===== config.mk =====
export PLATFORM = sky130hd
export DESIGN_NAME = spc_fifo
export DESIGN_NICKNAME = d
export VERILOG_FILES = /design/src/design/spc_pkg.sv /design/src/design/spc_fifo.sv
export SDC_FILE = /design/constraint.sdc
export NUM_CORES = 1
export LEC_CHECK = 0
export BUFFER_PORTS_ARGS = -buffer_cell sky130_fd_sc_hd__buf_2
export CORE_AREA = 2 2 178 180
export CTS_CLUSTER_DIAMETER = 30
export CTS_CLUSTER_SIZE = 24
export DETAILED_ROUTE_END_ITERATION = 16
export DIE_AREA = 0 0 180 182
export GPL_TIMING_DRIVEN = 0
export SYNTH_ARGS = -nofsm -noshare
export SYNTH_HDL_FRONTEND = slang
export SYNTH_SLANG_ARGS = --single-unit

===== constraint.sdc =====
create_clock -name aclk -period 9.1 [get_ports aclk]
set_clock_uncertainty 0.2 [all_clocks]
set_input_delay 0.91 -clock aclk [delete_from_list [all_inputs] [get_ports aclk]]
set_output_delay 0.91 -clock aclk [all_outputs]
set_load 0.02 [all_outputs]

===== src/design/spc_pkg.sv =====
package spc_pkg;

    localparam int NUM_SENSORS_DEF = 2;
    localparam int QDEPTH = 2;
    localparam int QAW = $clog2(QDEPTH);

    localparam logic [31:0] MIN_GAP_US = 32'd100000;
    localparam logic [19:0] US_PER_S   = 20'd1000000;
    localparam logic [41:0] TERM_CAP   = 42'h100_0000_0000;

    localparam logic [7:0] CFG_STRIPE_DISTANCE = 8'd0;
    localparam logic [7:0] CFG_MIN_UNCERTAINTY = 8'd1;
    localparam logic [7:0] CFG_MAX_STRIPE_LEAD = 8'd2;
    localparam logic [7:0] CFG_START_TIME      = 8'd3;

    localparam logic [30:0] DIST_RESET = 31'd1997537;
    localparam logic [30:0] MINU_RESET = 31'd3277;
    localparam logic [3:0]  LEAD_RESET = 4'd3;

    // classified item handed from front to back
    typedef struct packed {
        logic [31:0] disp;
        logic [31:0] vel;
        logic [30:0] dunc;
        logic [30:0] vunc;
        logic        seen;
        logic [31:0] elapsed;
    } job_t;

    typedef struct packed {
        logic [30:0] spacing;
        logic [30:0] minu;
        logic [3:0]  lead;
        logic [31:0] start;
    } cfg_t;

    typedef struct packed {
        logic        start;
        logic [31:0] rem;
        logic [41:0] dv;
        logic [5:0]  steps;
        logic [31:0] divisor;
    } div_req_t;

    typedef struct packed {
        logic        done;
        logic [41:0] quot;
    } div_rsp_t;

    typedef enum logic [3:0] {
        B_IDLE, B_MUL1, B_OFF1, B_COND, B_MUL2, B_OFF2, B_MISS, B_MISSW,
        B_RMLO, B_RMHI, B_RSUM, B_RDIV, B_RWAIT, B_FIN, B_LEAD
    } back_state_t;

    function automatic logic [15:0] sat_inc16(input logic [15:0] v);
        return (v == 16'hFFFF) ? v : v + 16'd1;
    endfunction

    function automatic logic [47:0] mag50(input logic signed [49:0] v);
        logic signed [49:0] t;
        t = v[49] ? -v : v;
        return t[47:0];
    endfunction

    function automatic logic [31:0] sat32(input logic signed [50:0] v);
        if (v > 51'sd2147483647) return 32'h7FFF_FFFF;
        if (v < -51'sd2147483648) return 32'h8000_0000;
        return v[31:0];
    endfunction

endpackage


===== src/design/spc_fifo.sv =====
module spc_fifo (
    input  logic          aclk,
    input  logic          aresetn,
    input  logic          push,
    input  spc_pkg::job_t wr_data,
    input  logic          pop,
    output spc_pkg::job_t rd_data,
    output logic          full,
    output logic          empty
);
    spc_pkg::job_t mem [spc_pkg::QDEPTH];
    logic [spc_pkg::QAW-1:0] wp_reg, rp_reg;
    logic [spc_pkg::QAW:0]   cnt_reg;

    assign full    = (cnt_reg == (spc_pkg::QAW+1)'(spc_pkg::QDEPTH));
    assign empty   = (cnt_reg == '0);
    assign rd_data = mem[rp_reg];

    always_ff @(posedge aclk) begin
        if (push) begin
            mem[wp_reg] <= wr_data;
        end
    end

    always_ff @(posedge aclk) begin
        if (!aresetn) begin
            wp_reg  <= '0;
            rp_reg  <= '0;
            cnt_reg <= '0;
        end else begin
            if (push) wp_reg <= wp_reg + 1'b1;
            if (pop) rp_reg <= rp_reg + 1'b1;
            if (push && !pop) cnt_reg <= cnt_reg + 1'b1;
            else if (pop && !push) cnt_reg <= cnt_reg - 1'b1;
        end
    end
endmodule


After elaboration in Yosys (flattened, before gate mapping) --
Memories as Yosys holds them, arrays and structs flattened. A register that Yosys moved wholly into a read port is not among the register bits. Index checks and enable logic that the tools add are counted.
Word-level totals: memories 1, flip-flop bits (word level) 4, output and inout port bits 161, bits in writable memories 318, logic and storage cells 21
Cells by class: reduce and logical (&&, ||, !) cells 6, $add $sub $neg 4, mux-type cells 6, equality and inequality tests 1
Memories:
- mem | words 2, bits a word 159, rd ports 1, clocked after Yosys merged registers in 1, wr ports 1, RTL line spc_fifo.sv:11 | spc_pkg::job_t mem [spc_pkg::QDEPTH];
Operators with widths (number):
- 1-bit 2-to-1 mux | 4
- 2-bit 2-to-1 mux | 2
- 1-bit adder (second input constant) | 2
- 2-bit by 1-bit adder with 2-bit output (second input constant) | 1
- 2-bit equality test (second input constant) | 1
- 1-bit logical AND | 2
- 1-bit zero test | 2
- 2-bit zero test | 1
- 2-bit nonzero test | 1
- 2-bit by 1-bit subtractor with 2-bit output (second input constant) | 1

Longest topological paths before layout --
depth in word-level cells 4, gate-level depth with buffers 5

Worst setup path after synthesis --
No wires, ideal clock.
kind input to register, start point input push, end point memory mem[0][0] in the netlist's numbering (enable), slack 0.388 ns, data arrival time 7.813 ns, library setup time 0.699 ns, stages on the path 1, cell sequence nor2b_1
Between the ends: longest elaborated chain between the ends 2
RTL lines:
- from (decl) | RTL line spc_fifo.sv:4 | input logic push,
- 1-bit 2-to-1 mux | RTL line spc_fifo.sv:20 | if (push) begin
- 1-bit 2-to-1 mux (not written as such) | RTL line spc_fifo.sv:21 | mem[wp_reg] <= wr_data;
- to (decl) | RTL line spc_fifo.sv:11
Every way passes these cells.

==> run metrics <==
Pre-antenna DRT Iters 4; WP data required roughly 8.0 ns; RSZ-0062 raised after global routing false; Critical Path Max Stage Delay 0.33 ns; routed vias/inst 4.55; Worst slew margin approximately two fifths; clk sinks 323; number of synthesized flops with an enable pin 318; Synth async-reset ratio 0%; Post-Syn Instances 517; cts hold-fix bufs 0; sequential share of power 38.0%; max reg flops 318; Sw Pwr 1.08 mW; clock slew seen by the registers of the worst setup and hold paths 0.04 ns; TNS Setup 0 ns; layout cells sized above 1 between 60% and 70%; Residual DRC 0; initial core utilization 39.1%; Root Buffer clkbuf_16; height of the die 182 um; Setup Buffers After CTS 0; Yosys cell types 17; most common flop cell mapped by yosys edfxtp_1; CTS tree built; vias in the first global route 6659; Worst R2R Setup Slack 7.02 ns; Clock Path Buffers 3; fin crit share 33.6%; post-route minimum period 3.05 ns; Pwr Density between 200 and 300 mW/mm^2; Mean Syn Cell Area between 20 and 25 um^2; DIE WIDTH 180 um; gr usage total 14.7%; largest net degree at the start of global routing 53; Slew Viols, Final 0; DR WL/cell roughly 18 um; CP max FO 10; fmax about 0.33 GHz; Critical Path End Type primary output; total power 4.58 mW; Worst-Skew Late Latency 0.55 ns; min-delay worst type register to register; H-tree depth 3; I/O pins 324; wirelength, routed 24400 um; Placement Rows 65; status completed; fin nets 1082; LEAKAGE 6.61 nW; CTS Buf Count 67; CP Buf/Inv Count 4; maximum vdd ir drop 0.000167 V; Gate power share 9.8%; crit path DAT ~1.9 ns; Worst Setup Start Kind register; Finished Layout Cells between 1000 and 1500; measured slew at the worst slew-check pin just under 0.9 ns; sw frac 23.5%; Die ar. 0.0328 mm^2; final design instance area without fill 0.0168 mm^2; final core occ 54.1%; post-place instance area 0.0145 mm^2; most used cell along the critical path buf_6; FILL cells 2519; synthesis warning total 0; grt total ovfl 0; Critical-path top delay cell dfxtp_1; sequential area share after synthesis roughly four fifths; Final Hold Fails 0; core area 0.0310 mm^2; global placement routability congestion 0.697; Vias roughly 6300; max cap viols 0; synthesized area between 0.01 and 0.015 mm^2; Setup CP Type register to primary output; crit path cell chain buf_6, buf_6, buf_6, mux2_4, buf_2; syn_nets 681; Area Overhead vs Synth 38.3%; Top delay family on crit path buffers and inverters; number of buffers added on ports 323; clock network fraction of total power between 50% and 60%; first-pass GRT wire length around 37000 um; Cells after DPL 1251; Yosys reg bits roughly 320; post-CTS resize count 0; P_int roughly 3.5 mW; DRT iter0 DRCs between 200 and 250; HPWL after DPL 16700 um; antenna viol nets, final 0; final setup fails 0; antenna violations before repair 7
[final cells by class]
cell class	instances	area, um^2	area share [%]
sequential	323	9650	57.6
buffer	18	178	1.06
clock buffer	75	1710	10.2
timing repair buffer	332	1830	10.9
clock inverter	48	586	3.49
antenna	4	10.0	0.0597
inverter	1	3.75	0.0224
multi-input combinational	175	2290	13.7
tap	402	503	3.00
[kinds of logic after synthesis]
logic type	Yosys count	synth area share, %
xor gates and xnor gates	3	0.217
buffers and inverters	19	1.50
adders and majority gates	1	0.103
muxes	159	17.9
DFF	323	79.7
AOI/OAI and AO/OA	3	0.165
and+or+nand+nor	9	0.444
[through the flow]
stage / setup WS, ns / hold slack, ns
2_1_floorplan: 0.388 / 0.273
3_3_place_gp: -4.64 / 0.298
3_5_place_dp: 6.23 / 0.319
4_1_cts: 5.97 / 0.311
5_1_grt: 5.94 / 0.311
6_report: 6.05 / 0.322
[routing by layer]
layer | vias to the layer above | global-route usage (%) | share of wire (%)
li1 | 2901 | - | -
met1 | 3041 | 16.0 | 38
met2 | 274 | 24.6 | 50
met3 | 51 | 7.26 | 11
met4 | 6 | 5.76 | 2.0
met5 | - | 0 | 0.16
[path summary, 6_finish.rpt]
kind / startpoint / end / depth (start not counted)
hold / removal: cnt_reg[1]$_SDFFE_PN0P_ / cnt_reg[1]$_SDFFE_PN0P_ / 2
setup reg to reg: wp_reg$_SDFFE_PN0P_ / mem[0][107]$_DFFE_PP_ / 3
hold reg to reg: cnt_reg[1]$_SDFFE_PN0P_ / cnt_reg[1]$_SDFFE_PN0P_ / 2
setup / recovery: register / rd_data[97] / 5
[worst reg2reg max path, stage by stage (launching register included)]
cell	delay, ns
dfxtp_1	0.35
nor2b_4	0.72
buf_16	0.26
buf_12	0.21
[cell usage after synthesis (2+ instances only)]
master      n  area [um^2]
edfxtp_1  318         9550
mux2_4    101         1520
mux2_2     58          653
buf_6      14          158
dfxtp_1     5          100
and2_1      4         25.0
buf_2       4         20.0
nor2b_1     3         18.8
xor2_1      2         17.5
[power by group through the flow]
stage | sequential [mW] | combinational [mW] | clock [mW]
2_1_floorplan | 1.78 | 0.288 | 0
3_3_place_gp | 1.79 | 0.438 | 0
3_5_place_dp | 1.77 | 0.457 | 0
4_1_cts | 1.74 | 0.458 | 2.44
5_1_grt | 1.75 | 0.478 | 2.51
6_report | 1.74 | 0.448 | 2.39
[cell usage in the layout (no fill, tap or decap), drive strengths merged]
cell	Yosys	layout
o21ai	1	1
inv	1	5
xnor2	1	1
edfxtp	318	318
mux2	159	159
nor2	1	1
a21boi	1	1
xor2	2	2
and2	4	4
ha	1	1
clkbuf	0	75
clkinv	0	26
or3	1	1
o21a	1	1
diode	0	4
buf	18	350
dfxtp	5	5
bufinv	0	7
nor2b	3	3
clkinvlp	0	11
Power figures use the tool's default switching activity.
