**src/design/spc_pkg.sv**
```systemverilog
package spc_pkg;

    localparam int NUM_SENSORS_DEF = 2;
    localparam int QDEPTH = 2;
    localparam int QAW = $clog2(QDEPTH);

    localparam logic [31:0] MIN_GAP_US = 32'd100000;
    localparam logic [19:0] US_PER_S   = 20'd1000000;
    localparam logic [41:0] TERM_CAP   = 42'h100_0000_0000;

    localparam logic [7:0] CFG_STRIPE_DISTANCE = 8'd0;
    localparam logic [7:0] CFG_MIN_UNCERTAINTY = 8'd1;
    localparam logic [7:0] CFG_MAX_STRIPE_LEAD = 8'd2;
    localparam logic [7:0] CFG_START_TIME      = 8'd3;

    localparam logic [30:0] DIST_RESET = 31'd1997537;
    localparam logic [30:0] MINU_RESET = 31'd3277;
    localparam logic [3:0]  LEAD_RESET = 4'd3;

    // classified item handed from front to back
    typedef struct packed {
        logic [31:0] disp;
        logic [31:0] vel;
        logic [30:0] dunc;
        logic [30:0] vunc;
        logic        seen;
        logic [31:0] elapsed;
    } job_t;

    typedef struct packed {
        logic [30:0] spacing;
        logic [30:0] minu;
        logic [3:0]  lead;
        logic [31:0] start;
    } cfg_t;

    typedef struct packed {
        logic        start;
        logic [31:0] rem;
        logic [41:0] dv;
        logic [5:0]  steps;
        logic [31:0] divisor;
    } div_req_t;

    typedef struct packed {
        logic        done;
        logic [41:0] quot;
    } div_rsp_t;

    typedef enum logic [3:0] {
        B_IDLE, B_MUL1, B_OFF1, B_COND, B_MUL2, B_OFF2, B_MISS, B_MISSW,
        B_RMLO, B_RMHI, B_RSUM, B_RDIV, B_RWAIT, B_FIN, B_LEAD
    } back_state_t;

    function automatic logic [15:0] sat_inc16(input logic [15:0] v);
        return (v == 16'hFFFF) ? v : v + 16'd1;
    endfunction

    function automatic logic [47:0] mag50(input logic signed [49:0] v);
        logic signed [49:0] t;
        t = v[49] ? -v : v;
        return t[47:0];
    endfunction

    function automatic logic [31:0] sat32(input logic signed [50:0] v);
        if (v > 51'sd2147483647) return 32'h7FFF_FFFF;
        if (v < -51'sd2147483648) return 32'h8000_0000;
        return v[31:0];
    endfunction

endpackage

```
**src/design/spc_front.sv**
```systemverilog
module spc_front #(
    parameter int NUM_SENSORS = spc_pkg::NUM_SENSORS_DEF
) (
    input  logic          aclk,
    input  logic          aresetn,
    input  logic          in_valid,
    output logic          in_ready,
    input  logic [15:0]   cnt_a,
    input  logic [31:0]   tim_a,
    input  logic [15:0]   cnt_b,
    input  logic [31:0]   tim_b,
    input  logic [31:0]   disp,
    input  logic [31:0]   vel,
    input  logic [30:0]   dunc,
    input  logic [30:0]   vunc,
    input  logic          sim,
    input  logic [31:0]   now,
    input  logic [31:0]   start_time,
    input  logic          full,
    output logic          push,
    output spc_pkg::job_t job
);
    localparam int NS_USED = (NUM_SENSORS < 2) ? NUM_SENSORS : 2;

    logic [15:0] cnt_in [2];
    logic [31:0] tim_in [2];
    logic [15:0] last_cnt_reg [2];
    logic [31:0] lst_reg;
    logic        hit;
    logic        sel;
    logic [31:0] new_lst;

    assign cnt_in[0] = cnt_a;
    assign cnt_in[1] = cnt_b;
    assign tim_in[0] = tim_a;
    assign tim_in[1] = tim_b;

    // first sensor (a before b) with a new count and enough gap wins
    always_comb begin
        hit = 1'b0;
        sel = 1'b0;
        for (int i = 0; i < NS_USED; i++) begin
            if (!hit && cnt_in[i] != last_cnt_reg[i] &&
                (tim_in[i] - lst_reg) >= spc_pkg::MIN_GAP_US) begin
                hit = 1'b1;
                sel = i[0];
            end
        end
    end

    assign new_lst  = sim ? now : tim_in[sel];
    assign in_ready = !full;
    assign push     = in_valid && !full;

    always_comb begin
        job.disp    = disp;
        job.vel     = vel;
        job.dunc    = dunc;
        job.vunc    = vunc;
        job.seen    = hit;
        job.elapsed = new_lst - start_time;
    end

    always_ff @(posedge aclk) begin
        if (!aresetn) begin
            last_cnt_reg[0] <= '0;
            last_cnt_reg[1] <= '0;
            lst_reg         <= '0;
        end else if (push) begin
            last_cnt_reg[0] <= cnt_a;
            last_cnt_reg[1] <= cnt_b;
            if (hit) lst_reg <= new_lst;
        end
    end
endmodule

```
**config.mk**
```make
export PLATFORM = sky130hd
export DESIGN_NAME = spc_front
export DESIGN_NICKNAME = d
export VERILOG_FILES = /design/src/design/spc_pkg.sv /design/src/design/spc_front.sv
export SDC_FILE = /design/constraint.sdc
export NUM_CORES = 1
export LEC_CHECK = 0
export ABC_AREA = 1
export BUFFER_PORTS_ARGS = -buffer_cell sky130_fd_sc_hd__buf_2
export CAP_MARGIN = 20
export CORE_AREA = 5 5 172 174
export DETAILED_ROUTE_END_ITERATION = 12
export DIE_AREA = 0 0 177 179
export GPL_TIMING_DRIVEN = 0
export PLACE_DENSITY_LB_ADDON = 0.2
export SLEW_MARGIN = 15
export SYNTH_ARGS = -nofsm -noshare
export SYNTH_HDL_FRONTEND = slang
export SYNTH_SLANG_ARGS = --single-unit
```
**constraint.sdc**
```tcl
create_clock -name aclk -period 21 [get_ports aclk]
set_clock_uncertainty 0.2 [all_clocks]
set_input_delay 4.2 -clock aclk [delete_from_list [all_inputs] [get_ports aclk]]
set_output_delay 4.2 -clock aclk [all_outputs]
set_load 0.1 [all_outputs]
```
After elaboration in Yosys (flattened, before gate mapping)
Memory sizes are Yosys's and may differ from the RTL's.
Cells that the tools add are included.
{"block": "word_totals", "ff_bits": 32, "ram_bits": 32, "out_inout_bits": 161, "wordCells": 33, "memories": 1}
{"name": "last_cnt_reg", "words": 2, "word_bits": 16, "read_ports": 2, "rd_ports_with_merged_regs": 0, "wr": 2, "line": "spc_front.sv:27", "rtl": "logic [15:0] last_cnt_reg [2];"}
{"block": "classes", "addsub": 3, "n_lt_le_gt_ge": 3, "n_eq_ne": 2, "muxes": 13, "bitwise": 3, "reduce_logical": 7}
{"cell": "$mux W32", "n": 4}
{"cell": "$sub A32 B32 Y32", "n": 3}
{"cell": "$ge A32 B17 Y1 const B", "n": 2}
{"cell": "$mux W16", "n": 2}
{"cell": "$ne A16 B16 Y1", "n": 2}
{"cell": "$mux W1", "n": 7}
{"cell": "$logic_and A1 B1 Y1", "n": 4}
{"cell": "$ge A2 B2 Y1 const B", "n": 1}
{"cell": "$logic_not A1 Y1", "n": 2}
{"cell": "$not A1 Y2", "n": 1}
{"cell": "$or A1 B1 Y1", "n": 2}
{"cell": "$reduce_and A2 Y1", "n": 1}

Longest topological paths before layout
Gate-level depths: netlist of run 1.
{"block": "logic_depth", "word_depth": 14, "ltp_mapped": 42, "mapped_depth_nobuf": 41}

Least setup slack after synthesis of run 1
No wires, ideal clock.
{"block": "synth_timing", "path_kind": "in2out", "startpoint": "in tim_a[0]", "endpoint": "out job[28] (netlist bit)", "t_arrival_ns": 9.905, "setup_slack_ns": 6.695, "stages": 35, "n_path_buf": 1, "path_cell_list": "inv_1 -> ha_1 -> inv_1 -> fa_1 -> nand3_1 -> nand3_1 -> nand2_1 -> nand2_1 -> nand2_1 -> nand2_1 -> nand2_1 -> nand2_1 -> nand2_1 -> nand2_1 -> nor2_1 -> nand2_1 -> nor2_1 -> nand3_1 -> nand2_2 -> nand3_4 -> buf_2 -> nand2_1 -> nand3_1 -> nand2_1 -> inv_1 -> ha_1 -> fa_1 -> o21ai_0 -> a21oi_1 -> o21ai_0 -> a21oi_1 -> o21ai_0 -> a21boi_0 -> o21ai_0 -> xor2_1"}
{"element": "start, declared", "line": "spc_front.sv:9", "rtl": "input logic [31:0] tim_a,"}
{"element": "end, declared", "line": "spc_front.sv:21", "rtl": "output spc_pkg::job_t job"}

==> results.md, run 1 <==
* Status: finished, final reports clean
* Leading area contributor after synthesis: nand2_1
* Avg Cell Area, Syn at about 5.8 um^2
* Kind of critical path: input port to primary output
* DP Area at 0.0133 mm^2
* Max-slew headroom at 48.9%
* Leak pwr at 8.26 nW
* Clk Tree Root Cell: clkbuf_16
* Worst endpoint data arrival time at ~11 ns
* Main synth FF type: edfxtp_1
* Largest net degree at the start of global routing at 33
* EDFF count, synth at 32
* Maximum clock frequency at 0.0668 GHz
* Final hold viol count at 0
* Slew Limit Fails at 0
* Library cells used by synthesis at 45
* Async SR Flop Fraction at 0%
* DIE WIDTH at approximately 180 um
* Reg2reg path depth at 22
* WL per Instance at 14.7 um
* Setup Buffers After CTS at 0
* Initial antenna violation count at 3
* Clock buffer count from CTS at 9
* Worst-Skew Late Latency at between 0.3 and 0.4 ns
* DRT Pass-1 Iters at 5
* ANT cells at 0
* Initial Utilization at between 40% and 50%
* Crit start category: input port
* # Max-Cap Violations at 0
* Post-Route WL at 39.3 mm
* Drc violations at 0
* Sequential-to-total area share from yosys stat at approximately 14%
* R2R setup slack at 17.14 ns
* Required time of the worst setup path at 16.60 ns
* Layout cell share with drive strength beyond 1 at a little under a quarter
* DR iter-0 viols at approximately 900
* Clk pin slew, worst setup/hold paths at 0.06 ns
* Final WS setup at between 6 and 7 ns
* Core Area at 0.0276 mm^2
* First-pass GRT wire length at just under 60 mm
* Post_cts resized at 0
* Hold Path Stages at 4
* Crit Path Max Fanout at 10
* Worst hold endpoint: lst_reg[0]
* Synthesized instance count at 1,946
* DIE HEIGHT at 179 um
* GPL Wtd Cong at 0.958
* Design area at ~0.014 mm^2
* Die area at 0.0317 mm^2
* Placement Setup Slack at 6.12 ns
* Vias per cell at 4.72
* Ports at ~450
* Min Hold Slack at 0.393 ns
* Area share of the largest cell type after synthesis at roughly 22%
* Area contributors post-synth: nand2_1 (22%), inv_1 (13%), ha_1 (10%)
* Hpwl dp at 34.2 mm
* Post-CTS Hold Buffers at 0
* Tot GR Track Use at between 20 and 25%
* Synth-to-Final Area Change at 21.8%
* Maximum vdd ir drop at 0.0000642 V
* HP Start: lst_reg[0]
* CP max-delay cell: fa_1
* Setup violators final at 0
* Unrepaired setup endpoints after global routing: no
* Crit path time final at between 10 and 15 ns
* Vias in the first global route at 11.7k
* CTS HTree Levels at 3
* Most frequent cells in the layout: nand2_1 (643), inv_1 (379), buf_2 (330)
* Clock sink count at 64
* Post-route clock period utilization at a little over 70%
* Syn_nets at 2,333
* Fin Setup TNS at 0 ns
* Worst r2r src: lst_reg[0]
* Synth Register Bits at 64
* Worst reg2reg path endpoint: lst_reg[20]
* Antenna viol nets, final at 0
* Ys Warns at 0
* Min-delay worst type: register to register
* CTS tree: yes
* Longest Clk Path Bufs at 2
* Port bufs at 324
* P per Cell Area at roughly 65 mW/mm^2
* Post-synthesis cell area at between 0.01 and 0.015 mm^2
* Total global routing overflow at 0
* Least-Margin Pin Slew at 0.764 ns
* Most frequent CP cell: nand2_1
* Nets at 2,668
* Slowest Stage Delay on Critical Path at 0.46 ns
* DR vias at 12.6k
* Commonest non-fill, non-tap cell in the layout: nand2_1
* Floorplan row count at 61
* Critical Path Sink Type: primary output
==> metal layers <==
metal  global-route usage (%)  routed length (um)  vias up
met5                        0                  39        -
met4                     5.03                 663        6
met3                     4.22                3340       46
met2                     38.4               17900      496
met1                     31.3               17300     5475
li1                         -                   -     6545
==> layout make-up <==
class | instances | area (um^2)
timing repair buffer | 324 | 1620
clock inverter | 6 | 115
multi-input combinational | 1341 | 7070
tap | 378 | 473
clock buffer | 10 | 239
buffer | 158 | 1120
inverter | 383 | 1440
fill | 3028 | 14000
sequential | 64 | 1600
==> worst max-delay path by stage <==
stage / from / end / slack [ns] / depth (start not counted)
after floorplan: tim_a[0] / job[28] / 6.70 / 35
after global placement: tim_b[0] / job[30] / 6.10 / 34
after detailed placement: tim_b[0] / job[30] / 6.12 / 34
after CTS: tim_b[0] / job[30] / 6.08 / 34
after global routing: tim_b[0] / job[30] / 5.56 / 34
final: tim_b[0] / job[27] / 6.03 / 36
==> metrics by stage <==
step	power, W	instances	utilization (%)
6_report	0.000894	2664	49.5
5_1_grt	0.000946	2664	49.5
4_1_cts	0.000894	2664	49.5
3_5_place_dp	0.000712	2648	48.2
3_3_place_gp	0.000709	2648	48.2
2_1_floorplan	0.000603	1946	-
==> power by group <==
part / switching (W) / internal [W]
logic: 0.000425 / 0.000144
clock network: 0.0000601 / 0.000120
registers: 0.00000352 / 0.000141
total: 0.000489 / 0.000405
==> synthesized netlist by cell type (all sizes together), types with 2 or more instances <==
cell type,count
a21boi,2
nand3b,12
o2111ai,2
nand4,49
o21bai,8
inv,382
fa,3
ha,93
a21o,3
dfxtp,32
nor3,14
buf,139
a211oi,2
clkbuf,19
edfxtp,32
nor2,151
or2,32
o21a,4
nand2,647
a21oi,103
nand3,98
nor4,6
xnor2,48
xor2,35
o21ai,20
==> logic make-up after synthesis <==
| logic type | synth area share (%) |
|---|---|
| XOR/XNOR | 6.48 |
| buffers and inverters | 22.8 |
| flip-flops | 14.3 |
| AO/OA/AOI/OAI | 7.58 |
| AND/OR/NAND/NOR | 38.0 |
| adder cells (fa/ha/maj) | 10.9 |
==> critical path, delay by kind of cell <==
family / cells / cell delay [ns]
AOI/OAI and AO/OA: 9 / 2.06
and+or+nand+nor: 16 / 1.82
buffers and inverters: 7 / 1.16
adders and majority gates: 3 / 1.07
xor gates and xnor gates: 1 / 0.22
No activity file was read; power rests on OpenSTA's default activity.
==> run 2: changes to the inputs <==
--- a/config.mk
+++ b/config.mk
@@ -5,12 +5,12 @@
 export SDC_FILE = /design/constraint.sdc
 export NUM_CORES = 1
 export LEC_CHECK = 0
-export ABC_AREA = 1
+export ABC_AREA = 0
 export BUFFER_PORTS_ARGS = -buffer_cell sky130_fd_sc_hd__buf_2
 export CAP_MARGIN = 20
-export CORE_AREA = 5 5 172 174
+export CORE_AREA = 5 5 175 177
 export DETAILED_ROUTE_END_ITERATION = 12
-export DIE_AREA = 0 0 177 179
+export DIE_AREA = 0 0 180 182
 export GPL_TIMING_DRIVEN = 0
 export PLACE_DENSITY_LB_ADDON = 0.2
 export SLEW_MARGIN = 15
==> constraint.sdc (replaced) <==
create_clock -name aclk -period 13.1 [get_ports aclk]
set_clock_uncertainty 0.2 [all_clocks]
set_input_delay 2.62 -clock aclk [delete_from_list [all_inputs] [get_ports aclk]]
set_output_delay 2.62 -clock aclk [all_outputs]
set_load 0.1 [all_outputs]
==> run 2 against run 1 <==
  * First-iteration DRC count down 24%
  * Critical path type unchanged
  * Sequential cell count unchanged
  * Setup slack lost 5.7 ns
  * Count of clock-buffer cells in the layout is 1 lower
  * Critical endpoint is now job[31]
  * Power rose by 50%
  * Non-clock buffer count up 30
  * Combinational power rose by 46%
  * Register-to-register slack worse by 9.1 ns
  * Die area increased by 3.4%
  * Largest power group unchanged
  * Final cell count down 25%
==> results.md, run 2 <==
* DP Area at 0.0119 mm^2 (-10%)
* Vias in the first global route at 10.2k (-13%)
* Floorplan row count at 63 (+3.3%)
* Vias per cell at 5.31 (+13%)
* CTS HTree Levels at 3 (unchanged)
* Main synth FF type: edfxtp_1
* Area share of the largest cell type after synthesis at 11.9% (-9.7 points)
* Longest Clk Path Bufs at 2 (unchanged)
* Critical Path Sink Type: primary output
* Worst reg2reg path endpoint: lst_reg[25]
* Worst r2r src: lst_reg[17]
* Routing usage on met1 at 26.8% (-4.5 points)
* Required time of the worst setup path at 10.28 ns (-6.32 ns)
* Synth Area in Simple Gates at 20.1% (-18 points)
* Placement Setup Slack at -0.595 ns (-6.71 ns)
* Design area at 0.0124 mm^2 (-9.4%)
* Int Power at 0.000617 W (+53%)
* Reg2reg path depth at 16 (-27%)
* Worst-Skew Late Latency at 0.34 ns (about the same)
* Ys Warns at 0 (unchanged)
* Port bufs at 325 (+0.31%)
* Initial antenna violation count at 2 (-1)
* Finished Layout Cells at 2,010 (-25%)
* Synth Area in Compound Gates at 26.7% (+19 points)
* Worst endpoint data arrival time at 9.92 ns (-0.65 ns)
* Drc violations at 0 (unchanged)
* Worst hold endpoint: lst_reg[16]
* Area contributors post-synth: ha_1 (12%), buf_4 (10%), edfxtp_1 (9.8%)
* Status: finished, final reports clean
* Switching Share at 53.9% (-0.86 points)
* Util after Layout at 42.6% (-6.9 points)
* Post-route clock period utilization at 97.2%
* Fin Setup TNS at 0 ns (unchanged)
* Logic pwr share at 61.9% (-1.8 points)
* Commonest non-fill, non-tap cell in the layout: buf_2
* Leak pwr at 5.87 nW (-29%)
* Fillers at 3,053 (+0.83%)
* First-pass GRT wire length at 55.5 mm (-4.6%)
* EDFF count, synth at 32 (unchanged)
* Initial Utilization at 33.7% (-6.9 points)
* Nets at 2,001 (-25%)
* WL per Instance at 18.4 um (+25%)
* CP max-delay cell: a211oi_1
* Clk Tree Root Cell: clkbuf_16
* Avg Cell Area, Syn at 7.70 um^2 (+34%)
* DR iter-0 viols at 663 (-24%)
* Crit Path Max Fanout at 10 (unchanged)
* Setup violators final at 0 (unchanged)
* DR vias at 10.7k (-15%)
* Met3 usage in global routing at 5.69% (+1.5 points)
* Clk pin slew, worst setup/hold paths at 0.06 ns (about the same)
* Post-synthesis mux area share at 0.625% (+0.62 points)
* Maximum clock frequency at 0.0785 GHz
* GPL Wtd Cong at 0.944 (-1.5%)
* Maximum vdd ir drop at 0.0000956 V (+49%)
* Top cells by count, synth: buf_4 (131), ha_1 (93), inv_1 (90)
* Most frequent cells in the layout: buf_2 (328), buf_4 (136), ha_1 (93)
* Adder-Cell Fraction of Synth Area at 12.5% (+1.6 points)
* Synth Register Bits at 64 (unchanged)
* Async SR Flop Fraction at 0% (unchanged)
* Largest family of logic cells by synthesized area: compound AO/OA/AOI/OAI gates
* Count leader, synth: buf_4
* Clock sink count at 64 (unchanged)
* Post-Route WL at 37.0 mm (-5.8%)
* Total global routing overflow at 0 (unchanged)
* Seq pwr share at 17.3% (+1.1 points)
* Kind of critical path: input port to primary output
* Top Usage Layer GRT: met2
* DIE WIDTH at 180 um (+1.7%)
* Post-synthesis cell area at 0.00981 mm^2 (-13%)
* Core Area at 0.0291 mm^2 (+5.3%)
* Unrepaired setup endpoints after global routing: no
* Crit path time final at 12.74 ns
* Sw Pwr at 0.000721 W (+47%)
* Dpl cells at 1,989 (-25%)
* Max-slew headroom at 45.7% (-3.2 points)
* XOR/XNOR Fraction of Synth Area at 7.92% (+1.4 points)
* Least-Margin Pin Slew at 0.814 ns (+0.0506 ns)
* Layout cell share with drive strength beyond 1 at 32.4% (+9.2 points)
* Final hold viol count at 0 (unchanged)
* Antenna viol nets, final at 0 (unchanged)
* Hold Path Stages at 1 (-3)
* Min-delay worst type: register to register
* Clock power share at 20.8% (+0.7 points)
* Crit start category: input port
* DRT Pass-1 Iters at 5 (unchanged)
* Library cells used by synthesis at 77 (+71%)
* CTS tree: yes
* Leading area contributor after synthesis: ha_1
* Slew Limit Fails at 0 (unchanged)
* DIE HEIGHT at 182 um (+1.7%)
* Clock buffer count from CTS at 9 (unchanged)
* Tot GR Track Use at 20.9% (-2.2 points)
* Post-CTS Hold Buffers at 0 (unchanged)
* Met2 GRT Util at 34.9% (-3.4 points)
* Slowest Stage Delay on Critical Path at 0.48 ns (+0.02 ns)
* P per Cell Area at 108 mW/mm^2 (+65%)
* HP Start: lst_reg[16]
* Die area at 0.0328 mm^2 (+3.4%)
* Hpwl dp at 31.3 mm (-8.5%)
* Sequential-to-total area share from yosys stat at 16.3% (+2.1 points)
* Ports at 452 (unchanged)
* Syn_nets at 1,661 (-29%)
* Synth-to-Final Area Change at 26.3%
* R2R setup slack at 8.07 ns (-9.07 ns)
* Synthesized instance count at 1,274 (-35%)
* Largest net degree at the start of global routing at 33 (unchanged)
* Final WS setup at 0.365 ns (-5.66 ns)
* # Max-Cap Violations at 0 (unchanged)
## run 2: power by group through the flow
stage / Combinational, W / Clock [W] / Sequential, W
after floorplan: 0.000658 / 0 / 0.000234
after global placement: 0.000816 / 0 / 0.000236
after detailed placement: 0.000819 / 0 / 0.000236
after CTS: 0.000823 / 0.000281 / 0.000232
after global routing: 0.000880 / 0.000289 / 0.000233
final: 0.000829 / 0.000278 / 0.000232
## run 2: metrics by stage
stage	hold WS, ns	total power (W)
2_1_floorplan	0.242	0.000892
3_3_place_gp	0.255	0.00105
3_5_place_dp	0.254	0.00105
4_1_cts	0.276	0.00134
5_1_grt	0.294	0.00140
6_report	0.274	0.00134
## run 2: worst max-delay path by stage
stage | from | slack [ns] | endpoint
2_1_floorplan | tim_a[0] | 0.72 | job[10]
3_3_place_gp | tim_a[0] | -0.51 | job[31]
3_5_place_dp | tim_a[0] | -0.60 | job[31]
4_1_cts | tim_a[0] | 0.03 | job[30]
5_1_grt | tim_a[0] | 0.008 | job[31]
6_report | tim_a[17] | 0.36 | job[31]
## run 2: layer usage
| metal | share of wire (%) | wire length (um) | up-vias |
|---|---|---|---|
| met5 | 0.024 | 9 | - |
| met3 | 8.3 | 3080 | 45 |
| li1 | - | - | 5258 |
| met2 | 46 | 17000 | 451 |
| met1 | 43 | 16000 | 4924 |
| met4 | 2.3 | 844 | 2 |
## run 2: layout make-up
| type | count | area, um^2 | share of cell area (%) |
|---|---|---|---|
| diodes | 1 | 2.50 | 0.0202 |
| plain buffers | 182 | 1210 | 9.80 |
| clock buffers | 9 | 225 | 1.82 |
| clock inverters | 7 | 103 | 0.828 |
| inverters | 91 | 342 | 2.76 |
| multi-input cells | 936 | 6740 | 54.4 |
| flip-flops and latches | 64 | 1600 | 12.9 |
| well taps | 390 | 488 | 3.94 |
| repair buffers | 330 | 1680 | 13.5 |
## run 2: repair_timing
action / in CTS / in global routing
resized for setup: 4 / 22
setup buffers: 2 / 3
hold endpoints to repair: 0 / 0
setup endpoints to repair: 7 / 7
pin swaps: 1 / 1
gates cloned: 0 / 0
## run 2: cells by family (layout without fill, tap and decap cells)
group / after synthesis / in the layout
AO/OA/AOI/OAI: 377 / 377
AND/OR/NAND/NOR: 370 / 370
buffers and inverters: 274 / 619
adder cells (fa/ha/maj): 96 / 96
XOR/XNOR: 87 / 87
flip-flops: 64 / 64
multiplexers: 6 / 6
other: 0 / 1
## run 2: worst max-delay path, delay by kind of cell
family                     cells  cell delay, ns
AOI/OAI and AO/OA             16            4.19
xor gates and xnor gates       1            0.38
adders and majority gates      2            0.63
buffers and inverters          5            1.06
muxes                          1            0.23
and+or+nand+nor                5            0.79
