**src/design/spc_pkg.sv**
```systemverilog
package spc_pkg;

    localparam int NUM_SENSORS_DEF = 2;
    localparam int QDEPTH = 2;
    localparam int QAW = $clog2(QDEPTH);

    localparam logic [31:0] MIN_GAP_US = 32'd100000;
    localparam logic [19:0] US_PER_S   = 20'd1000000;
    localparam logic [41:0] TERM_CAP   = 42'h100_0000_0000;

    localparam logic [7:0] CFG_STRIPE_DISTANCE = 8'd0;
    localparam logic [7:0] CFG_MIN_UNCERTAINTY = 8'd1;
    localparam logic [7:0] CFG_MAX_STRIPE_LEAD = 8'd2;
    localparam logic [7:0] CFG_START_TIME      = 8'd3;

    localparam logic [30:0] DIST_RESET = 31'd1997537;
    localparam logic [30:0] MINU_RESET = 31'd3277;
    localparam logic [3:0]  LEAD_RESET = 4'd3;

    // classified item handed from front to back
    typedef struct packed {
        logic [31:0] disp;
        logic [31:0] vel;
        logic [30:0] dunc;
        logic [30:0] vunc;
        logic        seen;
        logic [31:0] elapsed;
    } job_t;

    typedef struct packed {
        logic [30:0] spacing;
        logic [30:0] minu;
        logic [3:0]  lead;
        logic [31:0] start;
    } cfg_t;

    typedef struct packed {
        logic        start;
        logic [31:0] rem;
        logic [41:0] dv;
        logic [5:0]  steps;
        logic [31:0] divisor;
    } div_req_t;

    typedef struct packed {
        logic        done;
        logic [41:0] quot;
    } div_rsp_t;

    typedef enum logic [3:0] {
        B_IDLE, B_MUL1, B_OFF1, B_COND, B_MUL2, B_OFF2, B_MISS, B_MISSW,
        B_RMLO, B_RMHI, B_RSUM, B_RDIV, B_RWAIT, B_FIN, B_LEAD
    } back_state_t;

    function automatic logic [15:0] sat_inc16(input logic [15:0] v);
        return (v == 16'hFFFF) ? v : v + 16'd1;
    endfunction

    function automatic logic [47:0] mag50(input logic signed [49:0] v);
        logic signed [49:0] t;
        t = v[49] ? -v : v;
        return t[47:0];
    endfunction

    function automatic logic [31:0] sat32(input logic signed [50:0] v);
        if (v > 51'sd2147483647) return 32'h7FFF_FFFF;
        if (v < -51'sd2147483648) return 32'h8000_0000;
        return v[31:0];
    endfunction

endpackage

```
**src/design/spc_div.sv**
```systemverilog
module spc_div (
    input  logic              aclk,
    input  logic              aresetn,
    input  spc_pkg::div_req_t req,
    output spc_pkg::div_rsp_t rsp
);
    logic [31:0] rem_reg;
    logic [41:0] dv_reg;
    logic [41:0] q_reg;
    logic [5:0]  cnt_reg;
    logic [31:0] d_reg;
    logic        busy_reg;
    logic        done_reg;
    logic [32:0] sh;
    logic        ge;

    // restoring division, one quotient bit per cycle
    assign sh = {rem_reg, dv_reg[41]};
    assign ge = (sh >= {1'b0, d_reg});

    assign rsp.done = done_reg;
    assign rsp.quot = q_reg;

    always_ff @(posedge aclk) begin
        if (req.start) begin
            rem_reg <= req.rem;
            dv_reg  <= req.dv;
            d_reg   <= req.divisor;
            q_reg   <= '0;
        end else if (busy_reg) begin
            rem_reg <= ge ? 32'(sh - {1'b0, d_reg}) : sh[31:0];
            dv_reg  <= {dv_reg[40:0], 1'b0};
            q_reg   <= {q_reg[40:0], ge};
        end
    end

    always_ff @(posedge aclk) begin
        if (!aresetn) begin
            busy_reg <= 1'b0;
            done_reg <= 1'b0;
            cnt_reg  <= '0;
        end else begin
            done_reg <= 1'b0;
            if (req.start) begin
                busy_reg <= 1'b1;
                cnt_reg  <= req.steps;
            end else if (busy_reg) begin
                cnt_reg <= cnt_reg - 6'd1;
                if (cnt_reg == 6'd1) begin
                    busy_reg <= 1'b0;
                    done_reg <= 1'b1;
                end
            end
        end
    end
endmodule

```
**config.mk**
```make
export PLATFORM = sky130hd
export DESIGN_NAME = spc_div
export DESIGN_NICKNAME = d
export VERILOG_FILES = /design/src/design/spc_pkg.sv /design/src/design/spc_div.sv
export SDC_FILE = /design/constraint.sdc
export NUM_CORES = 1
export LEC_CHECK = 0
export ABC_AREA = 1
export BUFFER_PORTS_ARGS = -buffer_cell sky130_fd_sc_hd__buf_2
export CORE_MARGIN = 10
export CORE_UTILIZATION = 55
export DETAILED_ROUTE_END_ITERATION = 8
export MAX_ROUTING_LAYER = met4
export PLACE_DENSITY = 0.83
export SLEW_MARGIN = 20
export SYNTH_ARGS = -nofsm -noshare
export SYNTH_HDL_FRONTEND = slang
export SYNTH_SLANG_ARGS = --single-unit
```
**constraint.sdc**
```tcl
create_clock -name aclk -period 7.2 [get_ports aclk]
set_input_delay 0.36 -clock aclk [delete_from_list [all_inputs] [get_ports aclk]]
set_output_delay 0.36 -clock aclk [all_outputs]
set_load 0.03 [all_outputs]
```
# Word level (Yosys, flattened, before mapping)
# Cells that the tools add are included.
[word_totals]
reg_bits = 156
inputBits = 115
output_inout_bits = 43
word_cells = 26
[op_classes]
add_sub_neg = 2
order_cmp = 1
eq_ne = 1
muxes = 11
bitwise_logic = 2
n_reduce_logical = 2
[op_table]
columns = ["cell", "count"]
rows = [
  ["two-way mux 32 bit", 3],
  ["two-way mux 42 bit", 2],
  ["greater-or-equal comparator 33 x 32 -> 1 bit", 1],
  ["subtractor 32 bit", 1],
  ["two-way mux 6 bit", 2],
  ["equality test 6 x 1 -> 1 bit, second input constant", 1],
  ["subtractor 6 x 1 -> 6 bit, second input constant", 1],
  ["two-way mux 1 bit", 4],
  ["OR reduction 3 bit", 1],
  ["inverter 1 bit", 2],
  ["nonzero test 2 bit", 1],
]

# Longest topological paths before layout
# Gate-level depths: netlist of run 1.
[depth]
depth_word = 4
depth_mapped = 17
ltp_nobuf = 16

# Least setup slack after synthesis of run 1
# No wires, ideal clock.
[synth_timing]
kind = "input -> register"
startpoint = "input req[112] (netlist bit)"
endpoint = "register dv_reg[0] (enable)"
setup_ps = 467
t_arrival_ps = 3081
required_time_ps = 6733
slack_ps = 3652
path_stages = 4
n_path_buf = 2
path_cell_list = "clkbuf_1 > nor2_1 > clkinv_1 > clkbuf_1"
[synth_via]
elab_chain_cells = 1
[synth_lines]
columns = ["item", "line", "rtl"]
rows = [
  ["start: declaration", "spc_div.sv:4", "input spc_pkg::div_req_t req,"],
  ["nonzero test 2 bit (no source line)", "--", ""],
  ["end signal: assignment", "spc_div.sv:27", "dv_reg <= req.dv;"],
  ["end signal: assignment", "spc_div.sv:32", "dv_reg <= {dv_reg[40:0], 1'b0};"],
  ["end: declaration", "spc_div.sv:8", "logic [41:0] dv_reg;"],
]
# Every way passes these cells.
# A chain may end at the register's enable or synchronous reset.

# Worst setup path after layout of run 1
[layout_timing]
startpoint = "register rem_reg[23]"
endpoint = "register rem_reg[21] (data pin)"
[layout_via]
elab_chain_cells = 4
[layout_lines]
columns = ["item", "line", "rtl"]
rows = [
  ["start: declaration", "spc_div.sv:7", "logic [31:0] rem_reg;"],
  ["start signal: assignment", "spc_div.sv:26", "rem_reg <= req.rem;"],
  ["start signal: assignment", "spc_div.sv:31", "rem_reg <= ge ? 32'(sh - {1'b0, d_reg}) : sh[31:0];"],
  ["greater-or-equal comparator 33 x 32 -> 1 bit", "spc_div.sv:19", "assign ge = (sh >= {1'b0, d_reg});"],
  ["two-way mux 32 bit", "spc_div.sv:31", ""],
  ["two-way mux 32 bit", "spc_div.sv:30", "end else if (busy_reg) begin"],
  ["two-way mux 32 bit", "spc_div.sv:25", "if (req.start) begin"],
]
# Every way passes these cells. The select of a mux whose other input is x is not followed.

==> reports/results.txt, run 1 <==
skew final - 0.0141 ns
Initial Util - 56.3%
Max Fclk - 0.323 GHz
Ys Warns - 0
total CTS buffers - 17
cell area after layout - 10,600 µm²
Port-buffer cells - 157
Leak - 0.00547 µW
wire length per cell - 14.9 µm
cts hold-fix bufs - 0
# setup viols final - 0
# DRC - 0
Max clock buf depth - 2
outcome - complete, no violations
syn_nets - 1,343
global route total overflow - 0
max-slew violation count - 0
placed inst area - 9920 µm²
clock network fraction of total power - 31.8%
die footprint - 21,900 µm²
post-CTS setup buffers - 0
R2R Path End - rem_reg[21]$_DFFE_PP_
crit path capture type - flop
switching pwr - 1090 µW
number of DRC markers in iteration 0 - 500
actual slew at the worst max-slew pin - 0.922 ns
Switching Fraction - 36.8%
Clock transition at path regs - 0.08 ns
Synth Area in XOR/XNOR - 1.46%
initial antenna violation count - 5
Via-to-Cell Ratio - 5.05
Cells after Synth - 1,193
Simple-Gate Fraction of Synth Area - 30.6%
clock latency on the worst-skew pair - 0.44 ns
Final GP Congestion - 0.974
final hold violations - 0
Tmin final - 3.09 ns
Final period util - 42.9%
Worst VDD drop - 0.205 mV
Fin Setup TNS - 0 ns
I/O Pins - 158
worst hold slack - 0.0900 ns
fin worst setup slack - 4.11 ns
Setup crit start - rem_reg[23]$_DFFE_PP_
post-placement setup slack - 4.14 ns
Yosys reg bits - 156
Post-synth top flop - edfxtp_1
asr flop ratio synth - 0%
crit path launch type - flop
Synth cell types - 38
# Max-Cap Violations - 0
Comb power frac - 31.0%
Worst Path Required - 7.50 ns
layout cells sized above 1 - 16.5%
critical path type - reg2reg
Final ANT Viol Nets - 0
Area contributors post-synth - edfxtp_1 (35%), nand2_1 (19%), dfxtp_1 (11%), inv_1 (9.1%), ha_1 (4.7%)
H-tree levels - 4
Yosys top cell area share - 35.3%
final wirelength - 23.5 mm
Seq pwr share - 37.3%
Reg-to-Reg Start - rem_reg[23]$_DFFE_PP_
clk root buf - clkbuf_16
multiplexer area fraction after synthesis - 0%
Detail Placement HPWL - 17.2 mm
number of enable flip-flop cells after synthesis - 106
first-pass GRT wire length - 38.6 mm
vias - 7,939
total global-route track usage - 22.2%
vias in the first global route - 8,152
Compound-Gate Fraction of Synth Area - 5.25%
Die H - 148 µm
core area - 16,000 µm²
filler instances - 1,418
Synth top cells by count - nand2_1 (465), inv_1 (219), edfxtp_1 (106)
Slew headroom - 38.4%
reg-to-reg slack, setup - 4.11 ns
Yosys top cell by area - edfxtp_1
Post-Synthesis Cell Area - 9010 µm²
CTS tree - done
detailed-router iteration count before antenna repair - 5
CTS sink cnt - 156
sequential area share after synthesis - 46.4%
internal power of the cells - 1870 µW
CTS resizes - 0
fin util - 66.0%
die width - 148 µm
Synth Area in Adders - 4.94%
Worst EP arrival - 3.39 ns
Max Fanout on Critical Path - 33
Layout Nets - 1,487
mean area per synthesized cell - 7.56 µm²
RSZ-0062 raised after global routing - false
PwrDens - 281 nW/µm²
area grow syn2layout - 17.2%
Hold WC Path Type - in2reg
row cnt - 46
count leader, synth - nand2_1
FF-to-FF path depth - 12
largest net degree at the start of global routing - 77
largest family of logic cells by synthesized area - simple AND/OR/NAND/NOR gates
CP endpoint - rem_reg[21]$_DFFE_PP_
[stage by stage]
stage / instances / total power, µW
6_report: 1572 / 2970
5_1_grt: 1571 / 3150
4_1_cts: 1566 / 2980
3_5_place_dp: 1534 / 2030
3_3_place_gp: 1534 / 2010
2_1_floorplan: 1193 / 1820
[worst max-delay path, cell delays in order, from the launching register on]
cell and delay (ns):
edfxtp_1 0.41, ha_1 0.40, nand2_1 0.13, inv_1 0.07, nand2_2 0.09, inv_2 0.05
a21oi_2 0.14, nor2_1 0.08, nor2_4 0.73, nand2_4 0.45, nand2_1 0.20, nand3_1 0.10
nand2_1 0.09
[placed cells by master (no fill, tap or decap), types with 12 or more instances in the layout]
| cell type | Yosys | routed |
|---|---|---|
| inv_1 | 219 | 218 |
| nor2_1 | 45 | 45 |
| dfxtp_1 | 50 | 50 |
| nand2_1 | 465 | 465 |
| buf_2 | 5 | 156 |
| clkbuf_16 | 0 | 17 |
| o22ai_1 | 40 | 40 |
| o21ai_0 | 12 | 12 |
| ha_1 | 34 | 34 |
| nand3b_1 | 26 | 26 |
| xnor2_1 | 14 | 14 |
| a21oi_1 | 19 | 19 |
| nand3_1 | 72 | 72 |
| edfxtp_1 | 106 | 106 |
[worst min-delay path by stage]
stage                                       from                 endpoint  depth (start not counted)  slack [ns]
final                                     req[8]       d_reg[8]$_DFFE_PP_                          1        0.09
after global routing                      req[8]       d_reg[8]$_DFFE_PP_                          1        0.07
after CTS                                req[10]      d_reg[10]$_DFFE_PP_                          1        0.08
after detailed placement  q_reg[16]$_SDFFE_PP0P_   q_reg[16]$_SDFFE_PP0P_                          2        0.48
after global placement    q_reg[41]$_SDFFE_PP0P_   q_reg[41]$_SDFFE_PP0P_                          2        0.44
after floorplan                          aresetn  cnt_reg[4]$_SDFFE_PN0P_                          2        0.46
[power by group through the flow]
stage / Sequential [µW] / Clock (µW) / Combinational (µW)
3_3_place_gp: 1120 / 0 / 895
2_1_floorplan: 1120 / 0 / 702
3_5_place_dp: 1120 / 0 / 908
4_1_cts: 1110 / 955 / 915
6_report: 1110 / 943 / 919
5_1_grt: 1110 / 991 / 1040
[cell type report]
type	instances	area (µm²)	share of cell area (%)
sequential	156	4180	39.6
multi-input combinational	779	3810	36.1
inverter	222	836	7.91
timing repair buffer	161	818	7.74
clock buffer	17	425	4.03
tap	216	270	2.56
clock inverter	15	209	1.98
antenna	6	15.0	0.142
[routing by layer]
layer | GRT usage, % | routed length [µm] | vias up
li1 | - | - | 4051
met1 | 25.9 | 10100 | 3604
met2 | 36.2 | 11200 | 249
met3 | 6.32 | 1690 | 35
met4 | 7.68 | 505 | 0
met5 | - | 0 | -
[logic make-up after synthesis]
family	count (synthesis)
buffers and inverters	258
and+or+nand+nor	649
AOI/OAI and AO/OA	80
xor gates and xnor gates	15
adders and majority gates	35
DFF	156
Note: power is estimated with default switching activity, not from simulation.
==> run 2, diff against run 1 <==
Settings changed: CORE_UTILIZATION 55 to 51, PLACE_DENSITY 0.83 to 0.81.
Clock period 7.2 ns to 2.6 ns, I/O delays scaled along.
==> run 2 against run 1 <==
  * The run now ends with negative hold slack left
  * Sequential share of layout area fell by 3.9 points
  * Register-to-register slack got worse by 3.9 ns
  * Total power rose to 2.8 times the previous value
  * Worst hold slack got worse by 0.090 ns
  * Clock-buffer cell count did not move
  * Clock power rose to 2.7 times the previous value
==> reports/results.txt, run 2 (synthesis gave the netlist of run 1 again) <==
outcome - finished with violations
failing checks - negative hold slack
CTS tree - done
Switching Fraction - 36.6% (-0.24 points)
switching pwr - 3080 µW (+180%)
actual slew at the worst max-slew pin - 0.912 ns (-0.0100 ns)
clock latency on the worst-skew pair - 0.44 ns (about the same)
reg-to-reg slack, setup - 0.16 ns (-3.95 ns)
Tmin final - 2.44 ns (-0.651 ns)
Worst VDD drop - 0.554 mV (+170%)
total CTS buffers - 17 (unchanged)
Layout Nets - 1,605 (+7.9%)
critical path type - reg2reg
Seq pwr share - 36.4% (-0.9 points)
Hold WC Path Type - in2reg
crit path capture type - flop
wire length per cell - 15.9 µm (+6.3%)
number of DRC markers in iteration 0 - 593 (+19%)
Hold EP - rem_reg[0]$_DFFE_PP_
cell area after layout - 11,700 µm² (+11%)
skew final - 0.0151 ns (+0.000993 ns)
initial antenna violation count - 2 (-3)
commonest non-fill, non-tap cell in the layout - nand2_1
placed cell count - 1,555 (+1.4%)
die footprint - 23,400 µm² (+6.8%)
layout cells sized above 1 - 16.3% (-0.24 points)
Cell Count, Final, Fillers Out - 1,695 (+7.8%)
first-pass GRT wire length - 44.4 mm (+15%)
vias - 8,650 (+9.0%)
I/O Pins - 158 (unchanged)
row cnt - 48 (+4.3%)
HP Start - req[80]
clk root buf - clkbuf_16
Slowest cell on crit path - ha_1
Leak - 0.00597 µW (+9.2%)
final wirelength - 26.9 mm (+15%)
vias in the first global route - 8,936 (+9.6%)
post-CTS setup buffers - 0 (unchanged)
largest net degree at the start of global routing - 76 (-1.3%)
Max clock buf depth - 2 (unchanged)
WHS Path Cells - 3 (+2)
Detail Placement HPWL - 17.9 mm (+3.9%)
Max Fclk - 0.410 GHz (+27%)
Port-buffer cells - 157 (unchanged)
Reg-to-Reg Start - rem_reg[16]$_DFFE_PP_
detailed-router iteration count before antenna repair - 5 (unchanged)
R2R Path End - rem_reg[19]$_DFFE_PP_
commonest cells after routing, fill and taps aside - nand2_1 (463), inv_1 (218), buf_2 (156), edfxtp_1 (106), dlygate4sd3_1 (106)
PwrDens - 718 nW/µm² (+160%)
core area - 17,300 µm² (+8.1%)
post-placement setup slack - -0.0221 ns (-4.16 ns)
clock network fraction of total power - 30.2% (-1.6 points)
area grow syn2layout - 30.2%
global route total overflow - 0 (unchanged)
worst hold slack - -0.000133 ns (-0.0901 ns)
worst-path cell chain - ha_1, nand2_1, nor2_1, inv_1, nor2_1, nand4_1, nand3_1, nand2_1, nand2_1, nand2_1, nand3_1, nand2_1
# DRC - 0 (unchanged)
Max Fanout on Critical Path - 5 (-85%)
max-slew violation count - 0 (unchanged)
Final period util - 93.9% (+51 points)
H-tree levels - 4 (unchanged)
filler instances - 1,405 (-0.92%)
CTS sink cnt - 156 (unchanged)
WP buf/inv - 1 (-1)
fin worst setup slack - 0.159 ns (-3.95 ns)
FF-to-FF path depth - 12 (unchanged)
Comb power frac - 33.5% (+2.5 points)
total global-route track usage - 23.5% (+1.3 points)
Initial Util - 52.1% (-4.2 points)
Final GP Congestion - 1.02 (+5.0%)
die width - 153 µm (+3.3%)
Via-to-Cell Ratio - 5.10 (+1.0%)
crit path launch type - flop
Die H - 153 µm (+3.3%)
# Max-Cap Violations - 0 (unchanged)
Clock transition at path regs - 0.08 ns (about the same)
Worst Path Required - 2.79 ns (-4.71 ns)
CP dominant cell by count - nand2_1
Fin Setup TNS - 0 ns (unchanged)
CP peak stage delay - 0.45 ns (-0.28 ns)
Tot Pwr - 8420 µW (+180%)
final hold violations - 1 (+1)
# setup viols final - 0 (unchanged)
Slew headroom - 39.2% (+0.81 points)
internal power of the cells - 5340 µW (+180%)
delay-heaviest family, CP - simple AND/OR/NAND/NOR gates
Final ANT Viol Nets - 0 (unchanged)
Worst EP arrival - 2.63 ns (-0.76 ns)
placed inst area - 10,000 µm² (+1.3%)
## run 2: how the worst max path moves through the flow
stage / depth (start not counted) / start / slack (ns) / to
after floorplan: 4 / req[112] / 0.48 / dv_reg[0]$_SDFFCE_PN0P_
after global placement: 16 / dv_reg[41]$_DFFE_PP_ / 0.04 / rem_reg[28]$_DFFE_PP_
after detailed placement: 16 / dv_reg[41]$_DFFE_PP_ / -0.02 / rem_reg[28]$_DFFE_PP_
after CTS: 16 / dv_reg[41]$_DFFE_PP_ / 0.04 / rem_reg[28]$_DFFE_PP_
after global routing: 16 / dv_reg[41]$_DFFE_PP_ / -0.01 / rem_reg[28]$_DFFE_PP_
final: 12 / rem_reg[16]$_DFFE_PP_ / 0.16 / rem_reg[19]$_DFFE_PP_
## run 2: cell type report
type | count | area, µm² | share of cell area [%]
Inverter | 222 | 836 | 7.12
Tap cell | 225 | 282 | 2.40
Sequential cell | 156 | 4180 | 35.7
Timing Repair Buffer | 279 | 2010 | 17.1
Clock inverter | 15 | 169 | 1.44
Antenna cell | 2 | 5.00 | 0.0427
Clock buffer | 17 | 425 | 3.63
Multi-Input combinational cell | 779 | 3820 | 32.6
## run 2: stage by stage
step / hold WS, ns / util (%)
2_1_floorplan: 0.228 / -
3_3_place_gp: 0.307 / 58.1
3_5_place_dp: 0.308 / 58.1
4_1_cts: 0.00129 / 67.7
5_1_grt: 0.0130 / 67.8
6_report: -0.000133 / 67.8
## run 2: power by group through the flow
stage / clock [µW] / combinational [µW] / sequential [µW]
2_1_floorplan: 0 / 1940 / 3090
3_3_place_gp: 0 / 2590 / 3100
3_5_place_dp: 0 / 2620 / 3110
4_1_cts: 2540 / 2780 / 3060
5_1_grt: 2660 / 3200 / 3090
6_report: 2540 / 2820 / 3060
## run 2: tightest hold or removal path: stages
cell and delay, ns:
buf_2 0.09, nand2_1 0.05, nand2_1 0.06
## run 2: per-layer routing
layer	vias up	routed length (µm)	global-route usage [%]
li1	4275	-	-
met1	3956	11100	27.5
met2	356	13100	39.4
met3	63	1940	5.13
met4	0	728	7.67
met5	-	0	-
## run 2: what timing repair did
| action | in CTS | in global routing |
|---|---|---|
| hold endpoints to repair | 108 | 0 |
| hold buffers | 106 | 0 |
| resized for setup | 1 | 7 |
| endpoints found under the setup margin | 1 | 18 |
==> run 3, diff against run 2 <==
Settings changed: CORE_UTILIZATION 51 to 45, PLACE_DENSITY 0.81 to 0.73.
==> run 3 against run 2 <==
  * The run now ends clean
  * Routed wire length down 5.7%
  * Combinational power grew 2%
  * Clock skew is 0.0040 ns lower
  * Clock power is essentially flat
  * Design area is 2.1% higher
  * Register-to-register slack is essentially flat
  * Final cell count is 3.0% higher
  * Non-clock buffer count increased by 11
  * Worst hold slack improved by 0.022 ns
  * Via count decreased by 2.4%
  * Sequential share of layout area shrank 0.73 points
  * Critical path type unchanged
  * Largest power group unchanged
==> reports/results.txt, run 3 (synthesis gave the netlist of run 1 again) <==
outcome - complete, no violations
critical path type - reg2reg
Cell Count, Final, Fillers Out - 1,746 (+3.0%)
Worst VDD drop - 0.585 mV (+5.6%)
Port-buffer cells - 157 (unchanged)
final hold violations - 0 (-1)
Slowest cell on crit path - edfxtp_1
Max Fclk - 0.407 GHz (-0.61%)
worst-path cell chain - ha_1, nand2_1, nor2_4, nand2_1, nor2_2, nand2_1, nand2_2, nor2_4, buf_4, nand2_4, buf_12, nand2_1, nand3_1, nand2_1
Final GP Congestion - 0.979 (-4.3%)
CTS tree - done
crit path launch type - flop
Worst Path Required - 2.78 ns (about the same)
CP peak stage delay - 0.39 ns (-0.06 ns)
Layout Nets - 1,616 (+0.69%)
total global-route track usage - 19.8% (-3.7 points)
vias in the first global route - 8,475 (-5.2%)
core area - 19,600 µm² (+13%)
Initial Util - 46.0% (-6.1 points)
skew final - 0.0111 ns (-0.00396 ns)
area grow syn2layout - 32.9%
Detail Placement HPWL - 17.8 mm (-0.37%)
Max clock buf depth - 2 (unchanged)
Max Fanout on Critical Path - 20 (+15)
layout cells sized above 1 - 17.2% (+0.96 points)
crit path capture type - flop
filler instances - 1,703 (+21%)
post-CTS setup buffers - 0 (unchanged)
initial antenna violation count - 2 (unchanged)
die width - 162 µm (+5.6%)
Tmin final - 2.46 ns (+0.0149 ns)
Via-to-Cell Ratio - 4.84 (-5.2%)
CP dominant cell by count - nand2_1
wire length per cell - 14.5 µm (-8.4%)
Clock transition at path regs - 0.07 ns (about the same)
I/O Pins - 158 (unchanged)
largest net degree at the start of global routing - 76 (unchanged)
commonest cells after routing, fill and taps aside - nand2_1 (462), inv_1 (217), buf_2 (156), dlygate4sd3_1 (110), edfxtp_1 (106)
clock latency on the worst-skew pair - 0.44 ns (about the same)
number of DRC markers in iteration 0 - 524 (-12%)
placed inst area - 10,200 µm² (+1.2%)
PwrDens - 708 nW/µm² (-1.4%)
cell area after layout - 12,000 µm² (+2.1%)
H-tree levels - 4 (unchanged)
Final period util - 94.4% (+0.57 points)
Hold WC Path Type - in2reg
clk root buf - clkbuf_16
total CTS buffers - 17 (unchanged)
actual slew at the worst max-slew pin - 0.840 ns (-0.0716 ns)
Leak - 0.00604 µW (+1.2%)
vias - 8,445 (-2.4%)
FF-to-FF path depth - 14 (+2)
RSZ-0062 raised after global routing - true
placed cell count - 1,601 (+3.0%)
Worst EP arrival - 2.64 ns (about the same)
commonest non-fill, non-tap cell in the layout - nand2_1
final wirelength - 25.4 mm (-5.7%)
CTS sink cnt - 156 (unchanged)
Final ANT Viol Nets - 0 (unchanged)
Die H - 162 µm (+5.6%)
detailed-router iteration count before antenna repair - 5 (unchanged)
reg-to-reg slack, setup - 0.14 ns (about the same)
global route total overflow - 0 (unchanged)
Slew headroom - 43.9% (+4.6 points)
die footprint - 26,100 µm² (+12%)
# DRC - 0 (unchanged)
# Max-Cap Violations - 0 (unchanged)
WHS Path Cells - 5 (+2)
# setup viols final - 0 (unchanged)
first-pass GRT wire length - 41.3 mm (-6.9%)
row cnt - 51 (+6.3%)
max-slew violation count - 0 (unchanged)
run 3: worst paths after layout:
| check | from | endpoint |
|---|---|---|
| worst max-delay path | rem_reg[7]$_DFFE_PP_ | rem_reg[18]$_DFFE_PP_ |
| worst min-delay path | req[33] | cnt_reg[1]$_SDFFE_PN0P_ |
| worst max register to register | rem_reg[7]$_DFFE_PP_ | rem_reg[18]$_DFFE_PP_ |
| worst min register to register | q_reg[41]$_SDFFE_PP0P_ | q_reg[41]$_SDFFE_PP0P_ |
run 3: final cells by class:
| type | count | area, µm² | share of cell area (%) |
|---|---|---|---|
| clock buffers | 17 | 425 | 3.55 |
| diodes | 2 | 5.00 | 0.0418 |
| clock inverters | 15 | 173 | 1.44 |
| inverters | 222 | 836 | 6.98 |
| multi-input cells | 779 | 3890 | 32.5 |
| flip-flops and latches | 156 | 4180 | 34.9 |
| repair buffers | 290 | 2130 | 17.8 |
| well taps | 265 | 332 | 2.77 |
run 3: worst max-delay path, delay by kind of cell (launching register included):
kind                     cells  cell delay, ns
flip-flops                   1            0.39
AND/OR/NAND/NOR             11            1.12
adder cells (fa/ha/maj)      1            0.36
buffers and inverters        2            0.33
run 3: routing by layer:
layer | routed length (µm) | GRT usage (%)
met5 | 0 | -
met4 | 348 | 5.21
met3 | 1630 | 5.06
met2 | 12300 | 33.2
met1 | 11100 | 23.1
run 3: report_power, final:
| group | switching, µW | internal, µW |
|---|---|---|
| Combinational | 1720 | 1140 |
| Sequential | 110 | 2960 |
| Clock | 1170 | 1370 |
| Total | 3000 | 5470 |
run 3: stage by stage:
stage          hold slack (ns)  util [%]  setup slack, ns  setup TNS (ns)  power [µW]
2_1_floorplan            0.228         -            0.479               0        5030
3_3_place_gp             0.307      51.9          -0.0224         -0.0224        5720
3_5_place_dp             0.308      51.9          -0.0334         -0.0334        5750
4_1_cts                0.00690      60.6           0.0220               0        8440
5_1_grt                 0.0664      61.1         -0.00894         -0.0145        9010
6_report                0.0218      61.1            0.145               0        8480
run 3: what timing repair did:
action                     in CTS  in global routing
gates resized for setup         2                 13
hold buffers                  110                  0
pin swaps                       0                  1
setup endpoints to repair       1                 32
hold endpoints to repair      112                  0
gates cloned                    0                  1
